<file path="config.mk">
export PLATFORM = sky130hd
export DESIGN_NAME = rotor_printable_cipher_core
export DESIGN_NICKNAME = d
export VERILOG_FILES = /design/src/hdl/rpc_pkg.sv /design/src/hdl/rotor_printable_cipher_core.sv /design/src/hdl/rpc_rotor_bank.sv /design/src/hdl/rpc_cipher_math.sv
export SDC_FILE = /design/constraint.sdc
export NUM_CORES = 1
export LEC_CHECK = 0
export BUFFER_PORTS_ARGS = -buffer_cell sky130_fd_sc_hd__buf_4
export CORE_UTILIZATION = 47
export CTS_BUF_LIST = sky130_fd_sc_hd__clkbuf_4 sky130_fd_sc_hd__clkbuf_8
export DETAILED_ROUTE_END_ITERATION = 8
export PLACE_DENSITY = 0.71
export RECOVER_POWER = 25
export SLEW_MARGIN = 20
export SYNTH_ARGS = -nofsm -noshare
export SYNTH_HDL_FRONTEND = slang
export SYNTH_SLANG_ARGS = --single-unit
</file>
<file path="constraint.sdc">
create_clock -name clk -period 13.6 [get_ports clk]
set_input_delay 2.72 -clock clk [delete_from_list [all_inputs] [get_ports clk]]
set_output_delay 2.72 -clock clk [all_outputs]
set_load 0.005 [all_outputs]
</file>
<file path="src/hdl/rpc_pkg.sv">
package rpc_pkg;

  // Printable alphabet: the 89 codes from '!' up to 'y'.
  localparam int unsigned ALPHA_SIZE   = 89;
  localparam int unsigned ALPHA_LOW    = 33;
  localparam int unsigned ALPHA_HIGH   = 121;
  localparam int unsigned INVALID_CHAR = 33;

  localparam int unsigned CHAR_W     = 8;
  localparam int unsigned POS_W      = 7;
  localparam int unsigned MAX_ROTORS = 4;
  // Wide enough for MAX_ROTORS positions of at most ALPHA_SIZE - 1 each.
  localparam int unsigned SUM_W      = 9;
  localparam int unsigned CFG_IDX_W  = 3;
  localparam int unsigned CFG_DATA_W = 7;

  typedef logic [CHAR_W-1:0]     char_t;
  typedef logic [POS_W-1:0]      pos_t;
  typedef logic [SUM_W-1:0]      sum_t;
  typedef logic [CFG_IDX_W-1:0]  cfg_idx_t;
  typedef logic [CFG_DATA_W-1:0] cfg_data_t;

  // Configuration register indexes.
  localparam cfg_idx_t REG_ENCRYPT_MODE  = 3'd0;
  localparam cfg_idx_t REG_ROTOR_START_0 = 3'd1;
  localparam cfg_idx_t REG_ROTOR_START_1 = 3'd2;
  localparam cfg_idx_t REG_ROTOR_START_2 = 3'd3;
  localparam cfg_idx_t REG_ROTOR_START_3 = 3'd4;

  localparam pos_t  POS_LAST     = pos_t'(ALPHA_SIZE - 1);
  localparam pos_t  POS_MOD      = pos_t'(ALPHA_SIZE);
  localparam char_t CHAR_LOW     = char_t'(ALPHA_LOW);
  localparam char_t CHAR_HIGH    = char_t'(ALPHA_HIGH);
  localparam char_t CHAR_INVALID = char_t'(INVALID_CHAR);

  // Controls from the input handshake to the rotor bank.
  typedef struct packed {
    logic advance;  // a word is accepted this cycle
    logic reload;   // load start positions before ciphering it
  } rotor_ctl_t;

endpackage

</file>
<file path="src/hdl/rotor_printable_cipher_core.sv">
// A result word is registered in stage one at its input handshake and then in the output
// register, where it waits until it is taken.
// Throughput: one word per cycle. The rotors step at the input handshake, so no bubble
// is needed between words. A waiting result blocks intake once stage one is also full.
// Reset (rst, synchronous, active high): rotors at zero, encrypt mode on, start
// positions zero, both pipeline stages empty.
module rotor_printable_cipher_core #(
  parameter int ROTORS = 3
) (
  input  logic                clk,
  input  logic                rst,
  input  logic                cfg_valid,
  output logic                cfg_ready,
  input  rpc_pkg::cfg_idx_t   cfg_index,
  input  rpc_pkg::cfg_data_t  cfg_data,
  input  logic                in_valid,
  output logic                in_ready,
  input  rpc_pkg::char_t      in_char,
  input  logic                message_start,
  output logic                out_valid,
  input  logic                out_ready,
  output rpc_pkg::char_t      out_char,
  output logic                out_invalid
);
  import rpc_pkg::*;

  // Configuration registers. The user must change them only while the core is idle
  // (the block does not enforce this), so both pipeline stages read them directly.
  logic encrypt_mode;
  pos_t rotor_start [MAX_ROTORS];

  // Stage one holds the accepted word with the rotor sum it was ciphered
  // against; the output register holds the finished word.
  logic s1_valid;
  pos_t s1_idx;
  logic s1_invalid;
  pos_t s1_sum;

  logic       in_fire;
  logic       s1_move;
  logic       out_load;
  logic       in_bad;
  rotor_ctl_t rotor_ctl;
  pos_t       pos_sum;
  char_t      result;

  assign cfg_ready = 1'b1;

  always_ff @(posedge clk) begin
    if (rst) begin
      encrypt_mode <= 1'b1;
      for (int k = 0; k < MAX_ROTORS; k++) begin
        rotor_start[k] <= '0;
      end
    end else if (cfg_valid && cfg_ready) begin
      case (cfg_index)
        REG_ENCRYPT_MODE:  encrypt_mode   <= cfg_data[0];
        REG_ROTOR_START_0: rotor_start[0] <= cfg_data;
        REG_ROTOR_START_1: rotor_start[1] <= cfg_data;
        REG_ROTOR_START_2: rotor_start[2] <= cfg_data;
        REG_ROTOR_START_3: rotor_start[3] <= cfg_data;
        default: ;
      endcase
    end
  end

  // The output register loads when it is empty or its word is being taken.
  // Stage one accepts a new word whenever it is empty or drains this cycle,
  // so intake continues while a result waits, as long as stage one is empty.
  assign out_load = !out_valid || out_ready;
  assign s1_move  = s1_valid && out_load;
  assign in_ready = !s1_valid || out_load;
  assign in_fire  = in_valid && in_ready;

  assign rotor_ctl.advance = in_fire;
  assign rotor_ctl.reload  = message_start;

  // Rotor positions, reload on message start, and the odometer step.
  rpc_rotor_bank #(
    .ROTORS (ROTORS)
  ) u_rotor_bank (
    .clk         (clk),
    .rst         (rst),
    .ctl         (rotor_ctl),
    .rotor_start (rotor_start),
    .pos_sum     (pos_sum)
  );

  assign in_bad = (in_char < CHAR_LOW) || (in_char > CHAR_HIGH);

  always_ff @(posedge clk) begin
    if (rst) begin
      s1_valid <= 1'b0;
    end else if (in_fire) begin
      s1_valid <= 1'b1;
    end else if (s1_move) begin
      s1_valid <= 1'b0;
    end
  end

  always_ff @(posedge clk) begin
    if (in_fire) begin
      s1_idx     <= pos_t'(in_char - CHAR_LOW);
      s1_invalid <= in_bad;
      s1_sum     <= pos_sum;
    end
  end

  // Modular shift of the alphabet index; invalid words become '!'.
  rpc_cipher_math u_cipher_math (
    .idx     (s1_idx),
    .pos_sum (s1_sum),
    .encrypt (encrypt_mode),
    .invalid (s1_invalid),
    .result  (result)
  );

  always_ff @(posedge clk) begin
    if (rst) begin
      out_valid <= 1'b0;
    end else if (out_load) begin
      out_valid <= s1_valid;
    end
  end

  always_ff @(posedge clk) begin
    if (s1_move) begin
      out_char    <= result;
      out_invalid <= s1_invalid;
    end
  end

`ifndef SYNTHESIS
  // A valid result always lies in the alphabet.
  a_out_in_alphabet: assert property (@(posedge clk) disable iff (rst)
    out_valid |-> (out_char >= CHAR_LOW) && (out_char <= CHAR_HIGH))
    else $error("result word outside the printable alphabet");

  // An invalid input always reports as the exclamation mark.
  a_invalid_char: assert property (@(posedge clk) disable iff (rst)
    (out_valid && out_invalid) |-> (out_char == CHAR_INVALID))
    else $error("invalid word not replaced by the marker character");

  // The stored rotor sum is always reduced.
  a_sum_reduced: assert property (@(posedge clk) disable iff (rst)
    s1_valid |-> (s1_sum < POS_MOD))
    else $error("rotor sum not reduced below the alphabet size");

  // A word in stage one reaches the output when the output is free.
  a_stage_moves: assert property (@(posedge clk) disable iff (rst)
    (s1_valid && out_load) |=> out_valid)
    else $error("stage one word lost on its way to the output");
`endif

endmodule

</file>
<file path="src/hdl/rpc_rotor_bank.sv">
module rpc_rotor_bank #(
  parameter int ROTORS = 3
) (
  input  logic                 clk,
  input  logic                 rst,
  input  rpc_pkg::rotor_ctl_t  ctl,
  input  rpc_pkg::pos_t        rotor_start [rpc_pkg::MAX_ROTORS],
  output rpc_pkg::pos_t        pos_sum
);
  import rpc_pkg::*;

  localparam int NROT = (ROTORS < 1) ? 1 : ((ROTORS > 4) ? 4 : ROTORS);

  pos_t pos      [NROT];
  pos_t pos_next [NROT];
  pos_t pos_used [NROT];
  sum_t raw_sum;
  logic carry;

  // Positions that cipher the current word, and the odometer step after it.
  always_comb begin
    carry   = 1'b1;
    raw_sum = '0;
    for (int k = 0; k < NROT; k++) begin
      if (ctl.reload) begin
        pos_used[k] = (rotor_start[k] >= POS_MOD) ? rotor_start[k] - POS_MOD
                                                   : rotor_start[k];
      end else begin
        pos_used[k] = pos[k];
      end
      raw_sum = raw_sum + sum_t'(pos_used[k]);
      if (carry) begin
        if (pos_used[k] == POS_LAST) begin
          pos_next[k] = '0;
        end else begin
          pos_next[k] = pos_used[k] + pos_t'(1);
          carry       = 1'b0;
        end
      end else begin
        pos_next[k] = pos_used[k];
      end
    end
  end

  // The raw sum stays below four times the alphabet size.
  always_comb begin
    if (raw_sum >= sum_t'(3 * ALPHA_SIZE)) begin
      pos_sum = pos_t'(raw_sum - sum_t'(3 * ALPHA_SIZE));
    end else if (raw_sum >= sum_t'(2 * ALPHA_SIZE)) begin
      pos_sum = pos_t'(raw_sum - sum_t'(2 * ALPHA_SIZE));
    end else if (raw_sum >= sum_t'(ALPHA_SIZE)) begin
      pos_sum = pos_t'(raw_sum - sum_t'(ALPHA_SIZE));
    end else begin
      pos_sum = pos_t'(raw_sum);
    end
  end

  always_ff @(posedge clk) begin
    if (rst) begin
      for (int k = 0; k < NROT; k++) begin
        pos[k] <= '0;
      end
    end else if (ctl.advance) begin
      for (int k = 0; k < NROT; k++) begin
        pos[k] <= pos_next[k];
      end
    end
  end

endmodule

</file>
<file path="src/hdl/rpc_cipher_math.sv">
module rpc_cipher_math (
  input  rpc_pkg::pos_t  idx,
  input  rpc_pkg::pos_t  pos_sum,
  input  logic           encrypt,
  input  logic           invalid,
  output rpc_pkg::char_t result
);
  import rpc_pkg::*;

  char_t shift2;
  pos_t  shift;
  char_t mixed;
  pos_t  res;

  always_comb begin
    // Forward and back through every rotor doubles the shift.
    shift2 = {pos_sum, 1'b0};
    shift  = (shift2 >= char_t'(ALPHA_SIZE)) ? pos_t'(shift2 - char_t'(ALPHA_SIZE))
                                             : pos_t'(shift2);
    if (encrypt) begin
      mixed = char_t'(idx) + char_t'(shift);
    end else begin
      mixed = char_t'(idx) + char_t'(ALPHA_SIZE) - char_t'(shift);
    end
    res = (mixed >= char_t'(ALPHA_SIZE)) ? pos_t'(mixed - char_t'(ALPHA_SIZE))
                                         : pos_t'(mixed);
    result = invalid ? CHAR_INVALID : char_t'(res) + CHAR_LOW;
  end

endmodule

</file>
==> results.md, run 1 <==
* FMAX at 144 MHz
* Lkg Pwr at 2.84 nW
* Largest net degree at the start of global routing at 38
* Post-Layout Cell Count at 934
* Slew HR at 34.6%
* Clock buffer count from CTS at 9
* Clock sinks at 69
* Clock Latency Late Sink at 0.36 ns
* Routed len/inst at 14.9 microns
* Root Buffer: clkbuf_8
* Hold Vio Cnt, Final at 0
* I/O Buffers at 34
* IO Pins at 36
* Routed wire length at 13900 microns
* ANT nets after route at 0
* Fin util at 53.2%
* Synth cell count leaders: 104 x nor2_1, 64 x inv_1, 56 x ha_1, 45 x edfxtp_1, 39 x nand2_1
* Gr usage total at 20.6%
* Crit path buffers/inverters at 4
* Crit-path max cell delay at 0.67 ns
* FF-to-FF End: out_char[6]
* Initial antenna violation count at 0
* Syn Inst Count at 733
* R2r worst-path depth at 22
* Crit share post-route at 51.1%
* R2R Setup Slk at 7.82 ns
* Syn nets at 819
* Hold Path Origin: s1_valid
* Mapped Area at 6310 sq um
* Slowest cell on the critical path: fa_1
* NumNets Final at 843
* Clk slew on worst S/H paths at 0.08 ns
* Clock Skew at 0.00657 ns
* Setup Fix Bufs, Post-CTS at 0
* Critical path cell sequence: buf_4 > inv_1 > a21oi_1 > fa_1 > inv_1 > ha_1 > fa_1 > inv_1 > ha_1 > a221oi_1 > nor4_1 > o31ai_1 > a32oi_1 > or2_2 > a311oi_1 > a21o_1 > xnor2_1
* Post-synthesis cell type count at 83
* Synth top area share at 21.4%
* Total power per unit cell area at 228 nW/um^2
* Critical path required time at 13.69 ns
* Asr flop ratio synth at 0%
* Sequential share of the synthesized area at 29.0%
* WHS Endpoint: out_valid
* Worst r2r src: s1_sum[0]
* Post-route setup slack at 6.66 ns
* Fin crit period at 6.94 ns
* Hold-critical path depth at 2
* Top FF cell, synth: edfxtp_1
* Placer congestion estimate at 0.902
* First-pass GRT wire length at 23700 microns
* Largest delay share family, worst path: compound AO/OA/AOI/OAI gates
* CTS tree: yes
* Status: complete, no violations
* Die Ht at 118 microns
* Placeable Area at 12900 sq um
* Top cells by area, synth: edfxtp_1 21%, ha_1 11%, dfxtp_1 7.6%
* Via count at 5311
* Area Overhead vs Synth at 8.50%
* Drt first-iter violations at 426
* CP max FO at 37
* Share of cells above drive strength 1 at 11.8%
* Pins Over Slew Limit at 0
* CP most frequent cell: inv_1
* Post-synth EDFFs at 45
* Total power at 1.56 mW
* Post_cts resized at 0
* Total congestion overflow at 0
* Die area at 13900 sq um
* Starting density of the core at 49.0%
* Number of global-route vias before repair at 4983
* DRC errors left at 0
* Worst VDD drop at 0.000121 V
* Startpoint Class: input pin
* Dominant cell type by area after synthesis: edfxtp_1
* Yosys warnings at 0
* Post-placement setup slack at 6.39 ns
* Unrepaired setup endpoints after global routing: no
* Kind of critical path: in2reg
* Clk buf depth at 2
* DR pass1 iterations at 5
* Worst-Margin Slew at 0.982 ns
* # rows at 41
* Antenna diodes at 0
* Worst Setup End Kind: register
* Die width at 118 microns
* HP Class: reg2reg
* Syn Area/Cell at 8.61 sq um
* Count leader, synth: nor2_1
* WP data arrival at 7.04 ns
* Flops & latches, synth at 69
* Max cap viols at 0
* Vias per inst at 5.69
* Post-DP HPWL at 10700 microns
* Hold_buf cts at 0
* Setup TNS at 0 ns
* Placed insts at 918
* Final setup viols at 0
* CTS H-tree lvls at 3
[power by group]
group	leakage [nW]	switching (mW)	internal (mW)
Combinational	2.08	0.629	0.472
Sequential	0.657	0.0152	0.274
Clock	0.104	0.0843	0.0856
Total	2.84	0.729	0.832
[cell usage in the layout (no fill, tap or decap), types with 5 or more instances in the layout]
master / n
a21o_1: 11
a21oi_1: 37
a311oi_1: 6
a31o_2: 5
a31oi_1: 9
buf_4: 27
clkbuf_4: 8
clkbuf_8: 9
dfxtp_1: 24
edfxtp_1: 45
fa_1: 6
ha_1: 56
inv_1: 64
mux2_2: 5
mux2i_1: 22
nand2_1: 39
nand2b_1: 9
nand3_1: 9
nand4_1: 7
nor2_1: 104
nor2b_1: 16
nor3_1: 19
nor4_1: 7
o211ai_1: 7
o21ai_0: 33
o31ai_1: 7
or2_2: 9
or3_1: 6
xnor2_1: 34
xor2_1: 18
[per-stage QoR]
step                instance area, sq um  hold slack (ns)
global route                        6850            0.581
floorplan                           6310            0.424
detailed placement                  6660            0.506
CTS                                 6860            0.520
global placement                    6650            0.493
finish                              6850            0.525
[worst register-to-register path: cells and delay by family (launching register included)]
kind            cells  cell delay, ns
buf+inv             4            0.31
xor+xnor            2            0.65
simple gates        6            1.31
fa+ha+maj           4            1.17
compound gates      4            1.08
mux                 2            0.60
flops               1            0.42
[cell type report]
cell class / instances / area (sq um)
timing repair buffer: 37 / 270
multi-input combinational: 576 / 4100
inverter: 64 / 240
clock buffer: 9 / 124
clock inverter: 7 / 72.6
tap: 172 / 215
sequential: 69 / 1830
fill: 1184 / 6030
[flip-flops by register name, indices dropped and copies added (netlist names)]
register          flops
s1_invalid            1
out_invalid           1
out_valid             1
out_char              8
s1_sum                7
s1_idx                7
u_rotor_bank.pos     21
rotor_start          21
encrypt_mode          1
s1_valid              1
[metal layers]
metal  vias up  wire [microns]  GRT usage, %
met5         -               0             0
met4         0             233          5.93
met3        21             528          3.63
met2       122            6520          34.0
met1      2497            6600          27.5
li1       2671               -             -
[logic make-up (layout without fill, tap and decap cells)]
| logic type | after synthesis | count (layout) | share of synthesized area [%] |
|---|---|---|---|
| AOI/OAI and AO/OA | 170 | 170 | 18.8 |
| xor gates and xnor gates | 52 | 52 | 7.22 |
| adders and majority gates | 62 | 62 | 13.0 |
| buffers and inverters | 88 | 117 | 6.20 |
| DFF | 69 | 69 | 29.0 |
| muxes | 27 | 27 | 4.38 |
| other | 1 | 1 | 0.0594 |
| and+or+nand+nor | 264 | 264 | 21.3 |
[how the worst max path moves through the flow]
| stage | startpoint | endpoint | slack, ns | cells after the start |
|---|---|---|---|---|
| 2_1_floorplan | message_start | s1_sum[3] | 6.75 | 21 |
| 3_3_place_gp | message_start | s1_sum[3] | 6.59 | 16 |
| 3_5_place_dp | message_start | s1_sum[3] | 6.39 | 17 |
| 4_1_cts | message_start | s1_sum[3] | 6.75 | 17 |
| 5_1_grt | message_start | s1_sum[3] | 6.25 | 17 |
| 6_report | message_start | s1_sum[3] | 6.66 | 17 |
No activity file was read; power rests on OpenSTA's default activity.
==> run 2: changes to the inputs <==
==> constraint.sdc (replaced) <==
create_clock -name clk -period 7.25 [get_ports clk]
set_input_delay 1.45 -clock clk [delete_from_list [all_inputs] [get_ports clk]]
set_output_delay 1.45 -clock clk [all_outputs]
set_load 0.005 [all_outputs]
==> run 2 against run 1 <==
Compared with the run above:
- design area stayed put
- via count is 0.43% lower
- non-clock buffer count stayed put
- largest cell class unchanged
- wire length is 2.3% lower
- critical path depth is 5 higher
- critical endpoint is now out_char[6]
- critical path type is now reg2reg
- clock-buffer cell count stayed put
- core utilization stayed put
- cell count stayed put
- first-iteration DRC count is 1.9% lower
- sequential share of layout area stayed put
==> results.md, run 2 (synthesis gave the netlist of run 1 again) <==
* Status: complete, no violations
* DRC errors left at 0 (unchanged)
* R2r worst-path depth at 22 (unchanged)
* Drt first-iter violations at 418 (-1.9%)
* Int Pwr at 1.56 mW (+87%)
* Largest net degree at the start of global routing at 38 (unchanged)
* Clock sinks at 69 (unchanged)
* Routed wire length at 13600 microns (-2.3%)
* Largest regs: rotor_start x21, u_rotor_bank.pos x21, out_char x8
* # rows at 41 (unchanged)
* Critical path required time at 7.37 ns (-6.32 ns)
* Total power at 2.94 mW (+88%)
* Clk slew on worst S/H paths at 0.08 ns (about the same)
* Antenna diodes at 0 (unchanged)
* Hold Vio Cnt, Final at 0 (unchanged)
* Worst-Margin Slew at 0.999 ns (+0.0175 ns)
* Combinational group share of total power at 70.7% (about the same)
* Lkg Pwr at 2.83 nW (-0.14%)
* Max cap viols at 0 (unchanged)
* Post-DP HPWL at 10700 microns (-0.56%)
* Via count at 5288 (-0.43%)
* Root Buffer: clkbuf_8
* Clk buf depth at 2 (unchanged)
* Unrepaired setup endpoints after global routing: no
* Gr usage total at 20.2% (-0.45 points)
* Total power per unit cell area at 429 nW/um^2 (+88%)
* Kind of critical path: reg2reg
* Final setup viols at 0 (unchanged)
* Setup Fix Bufs, Post-CTS at 0 (unchanged)
* FMAX at 170 MHz
* IO Pins at 36 (unchanged)
* Psw at 1.38 mW (+89%)
* Routed len/inst at 14.5 microns (-2.3%)
* Area Overhead vs Synth at 8.50% (unchanged)
* Pins Over Slew Limit at 0 (unchanged)
* CTS H-tree lvls at 3 (unchanged)
* Slew HR at 33.4% (-1.2 points)
* Die Ht at 118 microns (unchanged)
* # fillers at 1197 (+1.1%)
* Initial antenna violation count at 0 (unchanged)
* Commonest non-fill, non-tap cell in the layout: nor2_1
* Setup TNS at 0 ns (unchanged)
* Crit share post-route at 81.3%
* Clock Latency Late Sink at 0.37 ns (about the same)
* Share of cells above drive strength 1 at 11.8% (unchanged)
* Switching part of the total at 47.0% (+0.26 points)
* Clock Skew at 0.00724 ns (+0.000674 ns)
* Clock share of power at 10.9% (about the same)
* DR pass1 iterations at 6 (+1)
* Starting density of the core at 49.0% (unchanged)
* Fin crit period at 5.89 ns
* CTS tree: yes
* Hold_buf cts at 0 (unchanged)
* Placeable Area at 12900 sq um (unchanged)
* Clock buffer count from CTS at 9 (unchanged)
* Commonest non-fill, non-tap cells in the layout: 104 x nor2_1, 64 x inv_1, 56 x ha_1, 45 x edfxtp_1, 39 x nand2_1
* Placer congestion estimate at 0.893 (-0.98%)
* Worst Setup End Kind: register
* First-pass GRT wire length at 22900 microns (-3.3%)
* ANT nets after route at 0 (unchanged)
* I/O Buffers at 34 (unchanged)
* Worst VDD drop at 0.000241 V (+100%)
* CP max FO at 7 (-81%)
* Die area at 13900 sq um (unchanged)
* Die width at 118 microns (unchanged)
* HP Class: reg2reg
* Total congestion overflow at 0 (unchanged)
* Sequential share of power at 18.4% (about the same)
* Vias per inst at 5.66 (-0.43%)
* NumNets Final at 843 (unchanged)
* Number of global-route vias before repair at 4985 (+0.040%)
* WP data arrival at 6.01 ns (-1.03 ns)
* Startpoint Class: register
* Post_cts resized at 0 (unchanged)
* Hold-critical path depth at 2 (unchanged)
-- run 2: worst max-delay path, cell delays in order (launching register included) --
cell	delay, ns
edfxtp_1	0.41
nand2_1	0.09
o21bai_1	0.21
a21o_1	0.27
inv_1	0.13
xnor2_1	0.38
ha_1	0.33
inv_1	0.06
ha_1	0.16
inv_1	0.05
fa_1	0.45
mux2_2	0.32
and2_1	0.24
nor2b_1	0.17
o2111ai_1	0.45
nand2_1	0.23
xnor2_1	0.28
ha_1	0.24
inv_1	0.07
or4_1	0.55
a22oi_1	0.18
nor2_1	0.06
mux2_2	0.28
-- run 2: final cells by class --
| type | instances | area, sq um | share of cell area (%) |
|---|---|---|---|
| clock inverter | 7 | 72.6 | 1.06 |
| clock buffer | 9 | 124 | 1.81 |
| tap | 172 | 215 | 3.14 |
| sequential | 69 | 1830 | 26.7 |
| timing repair buffer | 37 | 270 | 3.95 |
| multi-input combinational | 576 | 4100 | 59.8 |
| inverter | 64 | 240 | 3.51 |
-- run 2: power by group through the flow --
stage          combinational, mW  clock, mW  sequential (mW)
2_1_floorplan               1.66          0            0.546
3_3_place_gp                1.98          0            0.550
3_5_place_dp                2.05          0            0.550
4_1_cts                     2.06      0.325            0.541
5_1_grt                     2.33      0.340            0.548
6_report                    2.08      0.319            0.541
-- run 2: per-stage QoR --
| stage | setup slack, ns | std cells | hold WS, ns | utilization, % | instance area [sq um] |
|---|---|---|---|---|---|
| 2_1_floorplan | 1.67 | 733 | 0.424 | - | 6310 |
| 3_3_place_gp | 1.52 | 918 | 0.495 | 51.7 | 6650 |
| 3_5_place_dp | 1.31 | 918 | 0.506 | 51.7 | 6660 |
| 4_1_cts | 1.32 | 934 | 0.518 | 53.3 | 6860 |
| 5_1_grt | 0.799 | 934 | 0.538 | 53.2 | 6850 |
| 6_report | 1.36 | 934 | 0.514 | 53.2 | 6850 |
-- run 2: metal layers --
metal	vias to the layer above	track usage (%)	routed length, microns
li1	2675	-	-
met1	2463	26.1	6550
met2	132	33.2	6270
met3	18	3.00	479
met4	0	8.97	276
met5	-	0	0
-- run 2: worst paths after layout --
| check | startpoint | endpoint | slack [ns] |
|---|---|---|---|
| max reg2reg | s1_sum[2] | out_char[6] | 1.36 |
| max | s1_sum[2] | out_char[6] | 1.36 |
| min reg2reg | s1_valid | out_valid | 0.51 |
| min | s1_valid | out_valid | 0.51 |
==> run 3: changes to the inputs <==
--- a/config.mk
+++ b/config.mk
@@ -5,11 +5,12 @@
 export SDC_FILE = /design/constraint.sdc
 export NUM_CORES = 1
 export LEC_CHECK = 0
+export ABC_AREA = 1
 export BUFFER_PORTS_ARGS = -buffer_cell sky130_fd_sc_hd__buf_4
 export CORE_UTILIZATION = 47
 export CTS_BUF_LIST = sky130_fd_sc_hd__clkbuf_4 sky130_fd_sc_hd__clkbuf_8
 export DETAILED_ROUTE_END_ITERATION = 8
-export PLACE_DENSITY = 0.71
+export PLACE_DENSITY = 0.74
 export RECOVER_POWER = 25
 export SLEW_MARGIN = 20
 export SYNTH_ARGS = -nofsm -noshare
==> constraint.sdc (replaced) <==
create_clock -name clk -period 5.2 [get_ports clk]
set_input_delay 1.04 -clock clk [delete_from_list [all_inputs] [get_ports clk]]
set_output_delay 1.04 -clock clk [all_outputs]
set_load 0.005 [all_outputs]
==> run 3 against run 2 <==
Compared with the run above:
- combinational power grew 46%
- first-iteration DRC count shrank 3.8%
- die area grew 1.6%
- fmax grew 26%
- clock-buffer cell count grew 1
- synthesized cell count grew 25%
- design area grew 2.5%
- hold slack lost 0.019 ns
- setup slack lost 0.83 ns
- clock skew shrank 0.00084 ns
- sequential power grew 41%
- power grew 44%
- largest cell class unchanged
==> results.md, run 3 <==
* Total power per unit cell area at 602 nW/um^2 (+40%)
* Post-synthesis cell type count at 47 (-43%)
* Largest regs: rotor_start x21, u_rotor_bank.pos x21, out_char x8
* Syn Inst Count at 919 (+25%)
* Post-DP HPWL at 10800 microns (+1.7%)
* Share of cells above drive strength 1 at 12.4% (+0.62 points)
* DR WL met3 at 604 microns (+26%)
* Crit-path max cell delay at 0.38 ns (-0.17 ns)
* FMAX at 214 MHz (+26%)
* R2r worst-path depth at 26 (+18%)
* ANT nets after route at 0 (unchanged)
* FF-to-FF End: out_char[6]
* Total congestion overflow at 0 (unchanged)
* CTS tree: yes
* Clock Latency Late Sink at 0.36 ns (about the same)
* Routed len/inst at 12.0 microns (-17%)
* Placer congestion estimate at 0.873 (-2.2%)
* Number of global-route vias before repair at 5338 (+7.1%)
* I/O Buffers at 34 (unchanged)
* Commonest non-fill, non-tap cell in the layout: nand2_1
* Met2 WL at 6370 microns (+1.6%)
* NumNets Final at 1038 (+23%)
* # rows at 42 (+2.4%)
* Setup TNS at 0 ns (unchanged)
* Critical path required time at 5.30 ns (-2.07 ns)
* CP most frequent cell: nand2_1
* Hold Vio Cnt, Final at 0 (unchanged)
* WHS Endpoint: out_valid
* Post-Layout Cell Count at 1133 (+21%)
* IO Pins at 36 (unchanged)
* Setup Fix Bufs, Post-CTS at 0 (unchanged)
* CTS H-tree lvls at 3 (unchanged)
* Crit share post-route at 89.9% (+8.6 points)
* CP max FO at 9 (+2)
* Yosys warnings at 0 (unchanged)
* Placeable Area at 13300 sq um (+3.3%)
* Count leader, synth: nand2_1
* Area Overhead vs Synth at 9.40%
* Gr usage total at 20.4% (+0.18 points)
* Worst Setup End Kind: register
* Min Hold Slack at 0.495 ns (-0.0189 ns)
* Clock buffer count from CTS at 9 (unchanged)
* Worst VDD drop at 0.000424 V (+75%)
* Drt first-iter violations at 402 (-3.8%)
* First-pass GRT wire length at 23600 microns (+3.0%)
* Initial antenna violation count at 0 (unchanged)
* Commonest non-fill, non-tap cells in the layout: 224 x nand2_1, 121 x inv_1, 77 x nor2_1, 75 x nand3_1, 58 x a21oi_1
* Clk slew on worst S/H paths at 0.07 ns (about the same)
* HP Class: reg2reg
* Dominant cell type by area after synthesis: edfxtp_1
* Unrepaired setup endpoints after global routing: no
* Die area at 14100 sq um (+1.6%)
* Mapped Area at 6410 sq um (+1.6%)
* Hold-critical path depth at 2 (unchanged)
* DR pass1 iterations at 4 (-2)
* Antenna diodes at 0 (unchanged)
* Die width at 119 microns (+0.79%)
* Post-synth EDFFs at 45 (unchanged)
* Startpoint Class: register
* DR top layer: met4
* Worst r2r src: s1_sum[1]
* Slew HR at 39.2% (+5.8 points)
* Worst-Margin Slew at 0.910 ns (-0.0886 ns)
* Asr flop ratio synth at 0% (unchanged)
* Via count at 5752 (+8.8%)
* Vias per inst at 5.08 (-10%)
* Largest net degree at the start of global routing at 36 (-5.3%)
* Max cap viols at 0 (unchanged)
* Clock sinks at 69 (unchanged)
* Starting density of the core at 48.2% (-0.77 points)
* R2R Setup Slk at 0.53 ns (-0.83 ns)
* WP data arrival at 4.78 ns (-1.23 ns)
* Root Buffer: clkbuf_8
* Pins Over Slew Limit at 0 (unchanged)
* Top cells by area, synth: edfxtp_1 21%, nand2_1 13%, ha_1 11%
* Final setup viols at 0 (unchanged)
* Syn nets at 1005 (+23%)
* Clk buf depth at 2 (unchanged)
* Fin crit period at 4.67 ns (-1.22 ns)
* Kind of critical path: reg2reg
* Synth cell count leaders: 224 x nand2_1, 121 x inv_1, 77 x nor2_1, 75 x nand3_1, 58 x a21oi_1
* Sequential share of the synthesized area at 28.6% (-0.46 points)
* Hold Path Origin: s1_valid
* Synth top area share at 21.1% (-0.34 points)
* Lkg Pwr at 3.50 nW (+24%)
* WL met1 at 6440 microns (-1.6%)
* Top FF cell, synth: edfxtp_1
* Placed insts at 1117 (+22%)
* Status: complete, no violations
* Clock Skew at 0.00640 ns (-0.000843 ns)
* Flops & latches, synth at 69 (unchanged)
* Slowest cell on the critical path: edfxtp_1
* DRC errors left at 0 (unchanged)
* Syn Area/Cell at 6.98 sq um (-19%)
* Routed wire length at 13600 microns (+0.27%)
* Die Ht at 119 microns (+0.79%)
## run 3: cell types whose count changed in the layout (fill, tap and decap cells not counted), sizes merged, moves of 10 or more
cell,delta
nand3,+69
nor3,-10
a21oi,+23
xnor2,-19
mux2i,-21
inv,+79
nand2,+199
nor2,-18
nor2b,-16
o21ai,+29
a21o,-12
nand4,+12
## run 3: repair_timing
action                                  CTS  global route
endpoints found under the setup margin    0             1
gates resized for setup                   0             1
hold buffers                              0             0
endpoints found under the hold margin     0             0
## run 3: how the worst max path moves through the flow
| stage | from | slack, ns | to | cells after the start |
|---|---|---|---|---|
| global placement | message_start | 0.44 | s1_sum[4] | 21 |
| CTS | s1_sum[1] | 0.40 | out_char[6] | 26 |
| floorplan | message_start | 0.71 | s1_sum[6] | 22 |
| detailed placement | message_start | 0.35 | s1_sum[4] | 21 |
| finish | s1_sum[1] | 0.53 | out_char[6] | 26 |
| global route | s1_sum[1] | 0.008 | out_char[6] | 29 |
## run 3: routing by layer
metal	global-route usage, %	vias to the layer above
li1	-	3041
met1	26.9	2555
met2	34.3	139
met4	6.33	0
met3	2.83	17
met5	0	-
## run 3: layout make-up
type | count | area [sq um]
Sequential cell | 69 | 1830
Clock inverter | 6 | 53.8
Tap cell | 176 | 220
Timing Repair Buffer | 35 | 255
Multi-Input combinational cell | 688 | 3970
Fill cell | 1323 | 6280
Inverter | 149 | 559
Clock buffer | 10 | 131
## run 3: per-stage QoR
step	power (mW)	cell area (sq um)	utilization [%]	setup slack, ns
6_report	4.22	7020	52.8	0.526
5_1_grt	4.73	7020	52.8	0.00778
4_1_cts	4.24	7020	52.8	0.395
3_5_place_dp	3.80	6830	51.4	0.348
3_3_place_gp	3.75	6830	51.4	0.442
2_1_floorplan	3.23	6410	-	0.711
## run 3: kinds of logic after synthesis
logic type      Yosys count  synth area share (%)
mux                       1                 0.156
buf+inv                 162                  9.73
fa+ha+maj                62                  12.8
compound gates          139                  12.0
other cells               1                0.0585
simple gates            444                  30.8
flops                    69                  28.6
xor+xnor                 41                  5.83
## run 3: where the power goes
part	internal [mW]	total (mW)	leakage (nW)	switching, mW
logic	1.11	3.04	2.75	1.93
registers	0.724	0.763	0.658	0.0385
clock network	0.221	0.420	0.0922	0.199
total	2.05	4.22	3.50	2.17
## run 3: worst max-delay path, delay by kind of cell, from the launching register on
kind	cells	cell delay (ns)
AO/OA/AOI/OAI	5	0.97
XOR/XNOR	2	0.52
adder cells (fa/ha/maj)	4	1.04
buffers and inverters	4	0.31
flip-flops	1	0.38
AND/OR/NAND/NOR	11	1.19
